==> src/cfcd_pkg.sv <==
// shared types and constants of the cobs crc-8 frame decoder
package cfcd_pkg;

  localparam int unsigned MAX_FRAME_DEF = 256;

  localparam logic [7:0] CRC_INIT = 8'h55;
  localparam logic [7:0] CRC_POLY = 8'h8C;
  localparam logic [7:0] RUN_STEP = 8'd64;

  typedef enum logic [1:0] {
    KIND_DATA = 2'd0,
    KIND_GOOD = 2'd1,
    KIND_BAD  = 2'd2
  } kind_t;

  typedef enum logic [1:0] {
    ST_IDLE,
    ST_LIT,
    ST_RUN,
    ST_STAT
  } state_t;

endpackage

==> src/cfcd_ifs.sv <==
// item channels of the cobs crc-8 frame decoder
interface cfcd_in_if;
  logic       valid;
  logic       ready;
  logic [7:0] in_byte;

  modport source (output valid, output in_byte, input ready);
  modport sink (input valid, input in_byte, output ready);
endinterface

interface cfcd_out_if;
  logic       valid;
  logic       ready;
  logic [1:0] kind;
  logic [7:0] data_byte;
  logic [7:0] frame_length;
  logic       last_of_run;

  modport source (output valid, output kind, output data_byte, output frame_length,
                  output last_of_run, input ready);
  modport sink (input valid, input kind, input data_byte, input frame_length,
                input last_of_run, output ready);
endinterface

==> src/cfcd_crc8_unit.sv <==
// one byte step of the reflected crc-8, polynomial 0x31
module cfcd_crc8_unit (
  input  logic [7:0] crc_i,
  input  logic [7:0] data_i,
  output logic [7:0] crc_o
);

  always_comb begin
    logic [7:0] c;
    c = crc_i ^ data_i;
    for (int i = 0; i < 8; i++) begin
      if (c[0]) begin
        c = (c >> 1) ^ cfcd_pkg::CRC_POLY;
      end else begin
        c = c >> 1;
      end
    end
    crc_o = c;
  end

endmodule

==> src/cobs_crc8_frame_decoder.sv <==
// Decodes a COBS byte stream whose code bytes carry up to 63 literal bytes in the low six bits
// and a run of zero bytes in steps of 64 in the upper bits; a zero byte ends the frame. Each
// decoded byte is held back by one byte, so the final byte of a frame (its CRC-8, reflected
// 0x31, init 0x55) is checked rather than passed out. A frame end gives one good or bad status
// item with the payload length. Bytes beyond MAX_FRAME stored bytes are dropped. An input item
// is accepted in the idle state; then each stored byte (its literal and up to three zero-run
// bytes) or the frame status is handled in a step of its own, paced by the single CRC step
// unit and the one result register; a result not taken stalls these steps. Input is taken only
// while the sequencer is idle.
module cobs_crc8_frame_decoder #(
  parameter int unsigned MAX_FRAME = cfcd_pkg::MAX_FRAME_DEF
) (
  input  logic              clk,
  input  logic              rst_n,
  cfcd_in_if.sink           in_chan,
  cfcd_out_if.source        out_chan
);

  localparam int unsigned SC_W = $clog2(MAX_FRAME + 1);
  localparam logic [SC_W-1:0] MAX_SC = SC_W'(MAX_FRAME);

  cfcd_pkg::state_t state_r, state_nxt;
  logic [7:0]      cc_r, cc_nxt;
  logic [SC_W-1:0] sc_r, sc_nxt;
  logic [7:0]      held_r, held_nxt;
  logic [7:0]      crc_r, crc_nxt;
  logic [7:0]      lit_r, lit_nxt;

  logic            out_valid_r, out_valid_nxt;
  cfcd_pkg::kind_t out_kind_r, out_kind_nxt;
  logic [7:0]      out_data_r, out_data_nxt;
  logic [7:0]      out_len_r, out_len_nxt;
  logic            out_last_r, out_last_nxt;

  logic [7:0]      crc_step;
  logic            slot_free;
  logic            in_acc;
  logic            sc_sat;
  logic            sc_emit;
  logic [SC_W:0]   sc_inc;
  logic            next_sat;
  logic            store_req;
  logic            store_go;
  logic [7:0]      store_val;
  logic            store_last;
  logic            run_follow;
  logic [7:0]      cc_after;
  logic [SC_W-1:0] len_full;
  logic [SC_W+7:0] len_ext;

  cfcd_crc8_unit u_crc (
    .crc_i  (crc_r),
    .data_i (held_r),
    .crc_o  (crc_step)
  );

  assign in_chan.ready         = (state_r == cfcd_pkg::ST_IDLE);
  assign in_acc                = in_chan.valid && in_chan.ready;
  assign out_chan.valid        = out_valid_r;
  assign out_chan.kind         = out_kind_r;
  assign out_chan.data_byte    = out_data_r;
  assign out_chan.frame_length = out_len_r;
  assign out_chan.last_of_run  = out_last_r;

  assign slot_free  = !out_valid_r || out_chan.ready;
  assign sc_sat     = (sc_r >= MAX_SC);
  assign sc_emit    = (sc_r != '0) && !sc_sat;
  assign sc_inc     = {1'b0, sc_r} + 1'b1;
  assign next_sat   = (sc_inc >= {1'b0, MAX_SC});
  assign run_follow = (cc_r[5:0] == 6'd0) && (cc_r != 8'd0);
  assign cc_after   = cc_r - cfcd_pkg::RUN_STEP;
  assign len_full   = (sc_r != '0) ? sc_r - 1'b1 : '0;
  assign len_ext    = {8'd0, len_full};

  always_comb begin
    state_nxt     = state_r;
    cc_nxt        = cc_r;
    sc_nxt        = sc_r;
    held_nxt      = held_r;
    crc_nxt       = crc_r;
    lit_nxt       = lit_r;
    out_valid_nxt = out_valid_r && !out_chan.ready;
    out_kind_nxt  = out_kind_r;
    out_data_nxt  = out_data_r;
    out_len_nxt   = out_len_r;
    out_last_nxt  = out_last_r;
    store_req     = 1'b0;
    store_val     = 8'd0;
    store_last    = 1'b0;

    unique case (state_r)
      cfcd_pkg::ST_IDLE: begin
        if (in_acc) begin
          if (in_chan.in_byte == 8'd0) begin
            state_nxt = cfcd_pkg::ST_STAT;
          end else if (cc_r == 8'd0) begin
            cc_nxt    = in_chan.in_byte;
            state_nxt = (in_chan.in_byte[5:0] == 6'd0) ? cfcd_pkg::ST_RUN : cfcd_pkg::ST_IDLE;
          end else begin
            cc_nxt    = cc_r - 8'd1;
            lit_nxt   = in_chan.in_byte;
            state_nxt = cfcd_pkg::ST_LIT;
          end
        end
      end
      cfcd_pkg::ST_LIT: begin
        store_req  = 1'b1;
        store_val  = lit_r;
        store_last = !run_follow || next_sat;
      end
      cfcd_pkg::ST_RUN: begin
        store_req  = 1'b1;
        store_val  = 8'd0;
        store_last = (cc_after == 8'd0) || next_sat;
      end
      cfcd_pkg::ST_STAT: begin
        if (slot_free) begin
          out_valid_nxt = 1'b1;
          out_kind_nxt  = (cc_r != 8'd0 || sc_r <= SC_W'(1) || held_r != crc_r) ?
                          cfcd_pkg::KIND_BAD : cfcd_pkg::KIND_GOOD;
          out_data_nxt  = 8'd0;
          out_len_nxt   = len_ext[7:0];
          out_last_nxt  = 1'b1;
          cc_nxt        = 8'd0;
          sc_nxt        = '0;
          held_nxt      = 8'd0;
          crc_nxt       = cfcd_pkg::CRC_INIT;
          state_nxt     = cfcd_pkg::ST_IDLE;
        end
      end
      default: begin
        state_nxt = cfcd_pkg::ST_IDLE;
      end
    endcase

    store_go = store_req && (!sc_emit || slot_free);

    if (store_go) begin
      if (!sc_sat) begin
        held_nxt = store_val;
        sc_nxt   = sc_inc[SC_W-1:0];
        if (sc_emit) begin
          crc_nxt       = crc_step;
          out_valid_nxt = 1'b1;
          out_kind_nxt  = cfcd_pkg::KIND_DATA;
          out_data_nxt  = held_r;
          out_len_nxt   = 8'd0;
          out_last_nxt  = store_last;
        end
      end
      if (state_r == cfcd_pkg::ST_LIT) begin
        state_nxt = run_follow ? cfcd_pkg::ST_RUN : cfcd_pkg::ST_IDLE;
      end else begin
        cc_nxt    = cc_after;
        state_nxt = (cc_after == 8'd0) ? cfcd_pkg::ST_IDLE : cfcd_pkg::ST_RUN;
      end
    end
  end

  always_ff @(posedge clk) begin
    if (!rst_n) begin
      state_r     <= cfcd_pkg::ST_IDLE;
      cc_r        <= 8'd0;
      sc_r        <= '0;
      held_r      <= 8'd0;
      crc_r       <= cfcd_pkg::CRC_INIT;
      out_valid_r <= 1'b0;
    end else begin
      state_r     <= state_nxt;
      cc_r        <= cc_nxt;
      sc_r        <= sc_nxt;
      held_r      <= held_nxt;
      crc_r       <= crc_nxt;
      out_valid_r <= out_valid_nxt;
    end
  end

  always_ff @(posedge clk) begin
    lit_r      <= lit_nxt;
    out_kind_r <= out_kind_nxt;
    out_data_r <= out_data_nxt;
    out_len_r  <= out_len_nxt;
    out_last_r <= out_last_nxt;
  end

`ifndef SYNTHESIS
  a_status_is_last: assert property (@(posedge clk) disable iff (!rst_n)
    out_valid_r && out_kind_r != cfcd_pkg::KIND_DATA |-> out_last_r)
    else $error("status item without last_of_run");

  a_data_no_len: assert property (@(posedge clk) disable iff (!rst_n)
    out_valid_r && out_kind_r == cfcd_pkg::KIND_DATA |-> out_len_r == 8'd0)
    else $error("data item carries a frame length");

  a_count_bound: assert property (@(posedge clk) disable iff (!rst_n)
    sc_r <= MAX_SC)
    else $error("stored count beyond frame limit");

  a_zero_to_status: assert property (@(posedge clk) disable iff (!rst_n)
    in_acc && in_chan.in_byte == 8'd0 |=> state_r == cfcd_pkg::ST_STAT)
    else $error("frame end did not start a status");
`endif

endmodule

==> src/flat_wrapper.sv <==
// flat-port wrapper written by rule: the top's interface ports become plain ports
module cobs_crc8_frame_decoder_flat 
#(
  parameter int unsigned MAX_FRAME = cfcd_pkg::MAX_FRAME_DEF
)
  (clk, rst_n, in_chan_valid, in_chan_in_byte, in_chan_ready, out_chan_valid, out_chan_kind, out_chan_data_byte, out_chan_frame_length, out_chan_last_of_run, out_chan_ready);
  cfcd_in_if in_chan_i ();
  cfcd_out_if out_chan_i ();
  input  logic clk;
  input  logic rst_n;
  input wire logic [$bits(in_chan_i.valid)-1:0] in_chan_valid;
  input wire logic [$bits(in_chan_i.in_byte)-1:0] in_chan_in_byte;
  output wire logic [$bits(in_chan_i.ready)-1:0] in_chan_ready;
  output wire logic [$bits(out_chan_i.valid)-1:0] out_chan_valid;
  output wire logic [$bits(out_chan_i.kind)-1:0] out_chan_kind;
  output wire logic [$bits(out_chan_i.data_byte)-1:0] out_chan_data_byte;
  output wire logic [$bits(out_chan_i.frame_length)-1:0] out_chan_frame_length;
  output wire logic [$bits(out_chan_i.last_of_run)-1:0] out_chan_last_of_run;
  input wire logic [$bits(out_chan_i.ready)-1:0] out_chan_ready;
  assign in_chan_i.valid = in_chan_valid;
  assign in_chan_i.in_byte = in_chan_in_byte;
  assign in_chan_ready = in_chan_i.ready;
  assign out_chan_valid = out_chan_i.valid;
  assign out_chan_kind = out_chan_i.kind;
  assign out_chan_data_byte = out_chan_i.data_byte;
  assign out_chan_frame_length = out_chan_i.frame_length;
  assign out_chan_last_of_run = out_chan_i.last_of_run;
  assign out_chan_i.ready = out_chan_ready;
  cobs_crc8_frame_decoder #(.MAX_FRAME(MAX_FRAME)) u_core (.clk(clk), .rst_n(rst_n), .in_chan(in_chan_i), .out_chan(out_chan_i));
endmodule
==> config.mk <==
export PLATFORM = sky130hd
export DESIGN_NAME = cobs_crc8_frame_decoder_flat
export DESIGN_NICKNAME = d
export VERILOG_FILES = /design/src/cfcd_pkg.sv /design/src/cfcd_ifs.sv /design/src/cfcd_crc8_unit.sv /design/src/cobs_crc8_frame_decoder.sv /design/src/flat_wrapper.sv
export SDC_FILE = /design/constraint.sdc
export NUM_CORES = 1
export LEC_CHECK = 0
export BUFFER_PORTS_ARGS = -buffer_cell sky130_fd_sc_hd__buf_2
export CORE_ASPECT_RATIO = 1.5
export CORE_MARGIN = 10
export CORE_UTILIZATION = 59
export DETAILED_ROUTE_END_ITERATION = 8
export PLACE_DENSITY_LB_ADDON = 0.12
export SLEW_MARGIN = 20
export SYNTH_ARGS = -nofsm -noshare
export SYNTH_HDL_FRONTEND = slang
export SYNTH_SLANG_ARGS = --single-unit
==> constraint.sdc <==
create_clock -name clk -period 2.5 [get_ports clk]
set_clock_uncertainty 0.05 [all_clocks]
set_input_delay 0.125 -clock clk [delete_from_list [all_inputs] [get_ports clk]]
set_output_delay 0.125 -clock clk [all_outputs]
set_load 0.005 [all_outputs]
[Word-level counts from Yosys, hierarchy flattened]
Cells that the tools add are included.
Storage, ports and cells
  bits in registers: 63
  input port bits: 12
  logic and storage cells: 131
Cells by class
  add/subtract/negate cells: 4
  $lt $le $gt $ge: 3
  equality and inequality tests: 6
  multiplexer cells: 68
  bitwise operators: 11
  reductions and logical operators: 28
Operator list (count)
  two-way mux 8 bit: 35
  two-way mux 9 bit: 4
  two-way mux 2 bit: 15
  zero test 8 bit: 3
  NOT 2 -> 3 bit: 8
  one-hot mux 8 bit (2 select lines): 1
  subtractor 8 x 1 -> 8 bit (second input constant): 2
  zero test 6 bit: 2
  two-way mux 1 bit: 11
  adder 9 x 1 -> 10 bit (second input constant): 1
  greater-or-equal comparator 10 x 9 -> 1 bit (second input constant): 1
  greater-or-equal comparator 9 bit (second input constant): 1
  less-or-equal comparator 9 x 1 -> 1 bit (second input constant): 1
  nonzero test 9 bit: 1
  != test 8 bit: 1
  nonzero test 8 bit: 1
  subtractor 8 x 7 -> 8 bit (second input constant): 1
  bitwise XOR 8 bit: 1
  logical OR 1 bit: 6
  logical AND 1 bit: 5
  zero test 1 bit: 5
  == test 2 bit (second input constant): 2
  one-hot mux 2 bit (2 select lines): 1
  AND reduction 4 bit: 1
  other kinds (9): 10

[Longest topological paths before layout]
Gate-level depths: netlist of the first run.
  word-level depth: 20
  mapped depth: 9
  depth with buffers taken out: 7

[Modules after synthesis]
Synthesis of the first run repeated with hierarchy kept, for this count alone.
Unflattened totals
  cell total of the unflattened synthesis: 394
  area total of the unflattened synthesis: 3440.8 um2
By module, submodules not included
  cobs_crc8_frame_decoder: instances 1, cells each 373, area an instance 3205.6 um2
  cfcd_crc8_unit: instances 1, cells each 21, area an instance 235.2 um2

[Least setup slack after synthesis of the first run]
No wires, ideal clock.
  path kind: reg2reg
  from: register u_core.sc_r[0]
  to: register u_core.crc_r[7]
  setup time: 0.079 ns
  data arrival time: 2.048 ns
  slack: 0.323 ns
  stages on the path, launching flop included: 10
  period minus slack after synthesis: 2.177 ns
  cells stage by stage: dfxtp_1 > clkbuf_1 > inv_1 > ha_1 > nor3b_1 > and2_1 > nor3_2 > clkbuf_1 > nand4_1 > o211ai_1
Between the ends
  longest elaborated chain between the ends: 7
Ends and longest elaborated chain
  from (decl): line cobs_crc8_frame_decoder.sv:24  | logic [SC_W-1:0] sc_r, sc_nxt;
  from (signal assigned): line cobs_crc8_frame_decoder.sv:171  | sc_r <= sc_nxt;
  greater-or-equal comparator 9 bit: line cobs_crc8_frame_decoder.sv:66  | assign sc_sat = (sc_r >= MAX_SC);
  zero test 1 bit: line cobs_crc8_frame_decoder.sv:67  | assign sc_emit = (sc_r != '0) && !sc_sat;
  logical AND 1 bit: line cobs_crc8_frame_decoder.sv:67
  zero test 1 bit: line cobs_crc8_frame_decoder.sv:136  | store_go = store_req && (!sc_emit || slot_free);
  logical OR 1 bit: line cobs_crc8_frame_decoder.sv:136
  logical AND 1 bit: line cobs_crc8_frame_decoder.sv:136
  two-way mux 8 bit *: line cobs_crc8_frame_decoder.sv:138  | if (store_go) begin
  to (signal assigned): line cobs_crc8_frame_decoder.sv:166  | crc_r <= cfcd_pkg::CRC_INIT;
  to (signal assigned): line cobs_crc8_frame_decoder.sv:173  | crc_r <= crc_nxt;
  to (decl): line cobs_crc8_frame_decoder.sv:26  | logic [7:0] crc_r, crc_nxt;
Every way passes the cells marked *; elsewhere a longest branch is shown, timed or not.
A chain may end at the register's enable or synchronous reset.

[Worst setup path after layout of the first run]
  from: input port in_chan_in_byte[1]
  to: register u_core.cc_r[2]
Between the ends
  longest elaborated chain between the ends: 6
Ends and longest elaborated chain
  from (decl): line flat_wrapper.sv:12  | input wire logic [$bits(in_chan_i.in_byte)-1:0] in_chan_in_byte;
  zero test 8 bit *: line cobs_crc8_frame_decoder.sv:94  | if (in_chan.in_byte == 8'd0) begin
  two-way mux 8 bit *: line cobs_crc8_frame_decoder.sv:94
  two-way mux 8 bit *: line cobs_crc8_frame_decoder.sv:93  | if (in_acc) begin
  one-hot mux 8 bit (2 select lines) *: line cobs_crc8_frame_decoder.sv:91  | unique case (state_r)
  two-way mux 8 bit: line cobs_crc8_frame_decoder.sv:151  | if (state_r == cfcd_pkg::ST_LIT) begin
  two-way mux 8 bit *: line cobs_crc8_frame_decoder.sv:138
  to (signal assigned): line cobs_crc8_frame_decoder.sv:170  | cc_r <= cc_nxt;
  to (decl): line cobs_crc8_frame_decoder.sv:23  | logic [7:0] cc_r, cc_nxt;
Marks and branches as above.

==> results of run 1 <==
-- worst paths after layout --
kind                                                    from                           end  cells past startpoint
worst max-delay path                      in_chan_in_byte[1]                u_core.cc_r[2]                      8
worst min-delay path                                   rst_n                u_core.cc_r[5]                      3
worst max register to register                u_core.sc_r[1]               u_core.crc_r[2]                      8
worst min register to register  u_core.out_chan.data_byte[3]  u_core.out_chan.data_byte[3]                      2
-- per-stage QoR --
| step | total power, µW | hold WS, ns | worst slack, ns | cell area (µm²) |
|---|---|---|---|---|
| finish | 4460 | 0.0421 | 0.254 | 3930 |
| global route | 4780 | 0.0618 | 0.133 | 3930 |
| CTS | 4420 | 0.0455 | 0.296 | 3930 |
| detailed placement | 3620 | 0.279 | 0.331 | 3680 |
| global placement | 3570 | 0.278 | 0.384 | 3680 |
| floorplan | 3000 | 0.174 | 0.323 | 3390 |
-- metal layers --
layer  global-route usage  part of all wire
met4               0.0843             0.029
met3               0.0372             0.052
met5                    0                 0
met1                0.222              0.42
met2                0.312              0.50
-- critical path: cells and delay by family --
kind | cells | cell delay (ns)
AO/OA/AOI/OAI | 3 | 0.66
buffers and inverters | 3 | 0.83
AND/OR/NAND/NOR | 2 | 0.86
-- kinds of logic after synthesis --
kind of cell | count (synthesis) | share of synthesized area
buf+inv | 33 | 0.0377
flops | 63 | 0.396
simple gates | 160 | 0.247
fa+ha+maj | 12 | 0.0443
compound gates | 83 | 0.177
mux | 7 | 0.0211
xor+xnor | 28 | 0.0765
-- cells in the final DEF, fill, tap and decap left out, types with 4 or more instances in the layout --
cell           instances
or4_1                  7
dlygate4sd3_1          8
a22oi_1                9
nor2_1                36
nand3_1               15
dfxtp_1               55
edfxtp_1               8
and3_1                23
nor3b_1                4
ha_1                  12
xnor2_1               19
o21ai_0                9
buf_4                 14
nor3_1                 9
nand2b_1               5
nand2_1               37
a31oi_1                5
a21oi_1               11
nand4_1                7
inv_1                 13
o21a_1                14
xor2_1                 8
mux2i_1                6
clkbuf_8               9
buf_2                 32
-- cell type report --
class | instances | area share
multi-input combinational | 290 | 0.488
timing repair buffer | 55 | 0.0929
clock inverter | 7 | 0.0121
sequential | 63 | 0.341
clock buffer | 9 | 0.0315
inverter | 13 | 0.0124
tap | 70 | 0.0223
-- flip-flops by register name, indices dropped and copies added, names as in the netlist, 2 cells and up --
signal	count
u_core.lit_r	8
u_core.out_chan.frame_length	8
u_core.sc_r	9
u_core.out_chan.data_byte	8
u_core.cc_r	8
u_core.held_r	8
u_core.state_r	2
u_core.crc_r	8
u_core.out_chan.kind	2
-- repair_timing --
action | in CTS | in global routing
hold buffers | 8 | 0
buffers inserted | 0 | 0
endpoints found under the hold margin | 8 | 0
-- cell usage after synthesis, types with 4 or more instances --
cell type  instances  share of area
a22oi_1            9          0.020
dfxtp_1           55           0.33
and3_1            23          0.042
nand2b_1           5         0.0092
o21ai_0            9          0.013
a31oi_1            5         0.0092
nor2_1            36          0.040
or4_1              7          0.016
xnor2_1           19          0.049
clkbuf_1          17          0.019
nand3_1           15          0.022
mux2i_1            6          0.018
nor3b_1            4         0.0089
nor3_1             9          0.013
o21a_1            14          0.031
a21oi_1           11          0.016
ha_1              12          0.044
nand4_1            7          0.013
xor2_1             8          0.021
edfxtp_1           8          0.071
nand2_1           37          0.041
inv_1             13          0.014
-- power by group --
group	total (µW)	switching, µW	internal (µW)
Sequential	1440	173	1270
Clock	794	435	359
Combinational	2220	1300	925
Total	4460	1900	2550
==> results.json, run 1 <==
{
  "antenna_left": 0,
  "worst_pin_slew_ns": 0.609,
  "leakage_uw": 0.00170,
  "slew_headroom": 0.593,
  "drc": 0,
  "grt.overflow.total": 0,
  "async_reset_ff_frac": 0,
  "core_um2": 5530,
  "period_share": 0.898,
  "cts_sinks": 63,
  "firstDrtPassIters": 5,
  "routed_wl_mm": 8.44,
  "post_cts_resize_count": 0,
  "dr_total_vias": 3029,
  "rsz0062_at_grt": "false",
  "fin_util": 0.711,
  "start_util": 0.612,
  "htreeDepth": 3,
  "drv_slew": 0,
  "path_cells": "dlygate4sd3_1, buf_2, or4_1, o21ai_0, a211oi_1, buf_4, nor2_1, a221o_1",
  "syn_inst": 386,
  "track_usage": 0.187,
  "synth_edf_count": 8,
  "drtIter0Drc": 219,
  "ys.flop_type": "dfxtp_1",
  "min_path_type": "in -> reg",
  "dpl.hpwl_mm": 6.02,
  "nets": 456,
  "max_freq_mhz": 445,
  "required_ns": 2.74,
  "ys_types": 60,
  "fp-row-count": 33,
  "outcome": "finished, final reports clean",
  "avgSynthCellArea_um2": 8.77,
  "grt_max_degree": 28,
  "ys_seq_elements": 63,
  "insertion_delay_ns": 0.34,
  "syn_area_um2": 3390,
  "crit_type": "in -> reg",
  "wl_per_cell_um": 16.6,
  "critical_path_arrival_ns": 2.48,
  "crit_path_start_kind": "input port",
  "min_period_ns": 2.25,
  "crit_slowest_cell": "or4_1",
  "rrSetupSlack_ns": 0.27,
  "cp_max_fo": 6,
  "grt_pass1_vias": 2991,
  "dp.cells": 483,
  "regArea_um2": 1340,
  "ir_drop_v": 0.000925,
  "nFillCells": 449,
  "clk_pin_slew_ns": 0.08,
  "hold_viol": 0,
  "ys_warn_count": 0,
  "final.setup.tns_ns": 0,
  "drive_gt1_frac": 0.162,
  "cpPeakStageDelay_ns": 0.65,
  "dieArea_um2": 9230,
  "cts_tree": "yes",
  "numCtsBuffers": 9,
  "grt_pass1_wl_mm": 14.1,
  "power_density_nw_per_um2": 1130,
  "clock_path_buffers": 2,
  "multi_input_area_um2": 1920,
  "instances_no_fill": 507,
  "cts_root_buf": "clkbuf_8",
  "n_antenna_cell": 0,
  "area_delta_synth_final_pct": 16.1,
  "synth_fp_nets": 410,
  "setup_viol": 0,
  "worst_setup_path_end_kind": "register",
  "io_pins": 33,
  "ys_seq_area_frac": 0.396,
  "io_buffers": 32,
  "die_w_um": 81.9,
  "antenna_found_initial": 0,
  "die_h_um": 113,
  "maxCapViolCount": 0,
  "routabilityCongestion": 0.968,
  "vias_per_cell": 5.97
}
No activity file was read; power rests on OpenSTA's default activity.
==> run 2: changes to the inputs <==
Settings changed: SYNTH_HIERARCHICAL set to 1.
==> run 2 against run 1 <==
  * Flip-flop and latch count is the same
  * Worst hold slack improved by 0.0046 ns
  * Sequential power is essentially flat
  * Synthesized area rose by 1.6%
  * Sequential share of layout area rose by 0.41 points
  * Combinational power down 22%
  * Critical path type is now reg -> reg
  * Critical endpoint is now u_core/out_chan.last_of_run
==> results.json, run 2 <==
{
  "crit_buf_inv": 1,
  "synth.mux.area_fraction": 0.00909,
  "final.setup.tns_ns": 0,
  "min_path_type": "in -> reg",
  "fp-row-count": 34,
  "worst_pin_slew_ns": 0.629,
  "final_common_cell": "nand2_1",
  "syn_area_um2": 3440,
  "grt_pass1_vias": 2839,
  "cpPeakStageDelay_ns": 0.41,
  "grt.overflow.total": 0,
  "core_um2": 5740,
  "vias_per_cell": 5.77,
  "yosys.area_share.xor_xnor": 0.109,
  "required_ns": 2.68,
  "synthTopCellsByArea": "dfxtp_1 32%, edfxtp_1 7.0%, nand2_1 6.2%, nand3_1 5.7%, xnor2_1 5.3%",
  "routed_wl_mm": 8.13,
  "p_total_uw": 3920,
  "maxCapViolCount": 0,
  "nFillCells": 505,
  "worst_setup_path_end_kind": "register",
  "grt_max_degree": 26,
  "layout_common_cells": "57 x nand2_1, 55 x dfxtp_1, 39 x nand3_1, 32 x buf_2, 29 x o21ai_0",
  "nets": 456,
  "avgSynthCellArea_um2": 8.73,
  "max_freq_mhz": 462,
  "clock_path_buffers": 2,
  "ys_types": 58,
  "dieArea_um2": 9350,
  "crit_type": "reg -> reg",
  "largest_reg_flops": 9,
  "insertion_delay_ns": 0.34,
  "die_w_um": 82.4,
  "syn_inst": 394,
  "firstDrtPassIters": 4,
  "htreeDepth": 3,
  "gr-usage-met3": 0.0441,
  "cts_root_buf": "clkbuf_8",
  "period_share": 0.866,
  "ys_seq_elements": 63,
  "yosysTopAreaCell": "dfxtp_1",
  "drc": 0,
  "leakage_uw": 0.00157,
  "outcome": "finished, final reports clean",
  "dp.cells": 486,
  "n_antenna_cell": 0,
  "dpl.hpwl_mm": 5.96,
  "routabilityCongestion": 0.917,
  "cp_num_cells": 7,
  "clk_pin_slew_ns": 0.07,
  "gr-usage-met2": 0.310,
  "drive_gt1_frac": 0.155,
  "synth_adder_area_share": 0.0400,
  "rr_worst_depth": 7,
  "ys.flop_type": "dfxtp_1",
  "cts_tree": "yes",
  "regMostFlops": "u_core/sc_r",
  "synth_fp_nets": 417,
  "cp_max_fo": 16,
  "die_h_um": 114,
  "io_buffers": 32,
  "area_delta_synth_final_pct": 12.9,
  "min_period_ns": 2.17,
  "critical_path_arrival_ns": 2.34,
  "grt_pass1_wl_mm": 13.2,
  "ys_seq_area_frac": 0.390,
  "synth-compound-area-share": 0.165,
  "grt_busiest_layer": "met2",
  "critical_path.top_delay_family": "simple AND/OR/NAND/NOR gates",
  "slew_headroom": 0.577,
  "power_density_nw_per_um2": 1010,
  "hold_viol": 0,
  "crit_path_start_kind": "register",
  "synth_top_cell_area_share": 0.320,
  "synth.most_common_cell": "nand2_1",
  "wl_per_cell_um": 15.9,
  "ir_drop_v": 0.000671,
  "start_util": 0.599,
  "antenna_found_initial": 0,
  "numCtsBuffers": 9,
  "crit_slowest_cell": "dfxtp_1",
  "io_pins": 33,
  "antenna_left": 0,
  "dr_total_vias": 2942,
  "holdPathStages": 2,
  "setup_viol": 0,
  "cts_sinks": 63,
  "fin_area_um2": 3880,
  "path_cells": "inv_1, ha_1, nand2b_1, a21oi_2, and2_2, o211ai_1, o32a_1",
  "async_reset_ff_frac": 0,
  "rsz0062_at_grt": "false",
  "instances_no_fill": 510,
  "drtIter0Drc": 297,
  "yosys.area_share.simple": 0.247,
  "fin_util": 0.676,
  "track_usage": 0.180,
  "drv_slew": 0,
  "netlist_top_cells_count": "57 x nand2_1, 55 x dfxtp_1, 39 x nand3_1, 29 x o21ai_0, 21 x xnor2_1",
  "synth_edf_count": 8,
  "use_met1": 0.196,
  "ys_warn_count": 6,
  "placed_cell_area_um2": 3650,
  "synth_top_family_by_area": "simple AND/OR/NAND/NOR gates"
}
run 2: where the power goes:
part	internal, µW	total [µW]	leakage (µW)	switching [µW]
registers	1270	1450	0.000521	182
clock network	350	739	0.0000782	389
logic	756	1730	0.000968	971
run 2: area by class of cell:
class / instances / area (µm²) / share of cell area
multi-input cells: 302 / 1960 / 0.505
inverters: 9 / 33.8 / 0.00870
well taps: 72 / 90.1 / 0.0232
clock inverters: 5 / 25.0 / 0.00644
flip-flops and latches: 63 / 1340 / 0.345
clock buffers: 11 / 131 / 0.0338
repair buffers: 48 / 300 / 0.0773
run 2: final timing paths:
check,start,endpoint,slack (ns)
setup reg to reg,u_core/state_r[1],u_core/out_chan.last_of_run,0.33
hold reg to reg,u_core/out_chan.frame_length[0],u_core/out_chan.frame_length[0],0.40
hold / removal,in_chan_valid,u_core/cc_r[4],0.05
setup / recovery,u_core/state_r[1],u_core/out_chan.last_of_run,0.33
run 2: cells by family after synthesis:
family	count (synthesis)
simple gates	164
flops	63
compound gates	87
fa+ha+maj	11
buf+inv	29
xor+xnor	37
mux	3
run 2: per-layer routing:
metal  vias to the layer above  share of wire
li1                       1477              -
met1                      1341           0.41
met2                       105           0.51
met3                        19          0.057
met4                         0          0.027
met5                         -              0
run 2: what timing repair did:
action,in CTS,in global routing
buffers inserted,0,0
endpoints found under the hold margin,8,0
hold buffers,8,0
endpoints found under the setup margin,0,1
gates resized for setup,0,1
run 2: per-stage QoR:
step,hold WS [ns],worst slack (ns)
after floorplan,0.174,0.661
after global placement,0.302,0.320
after detailed placement,0.297,0.177
after CTS,0.0307,0.176
after global routing,0.0496,0.177
final,0.0467,0.334
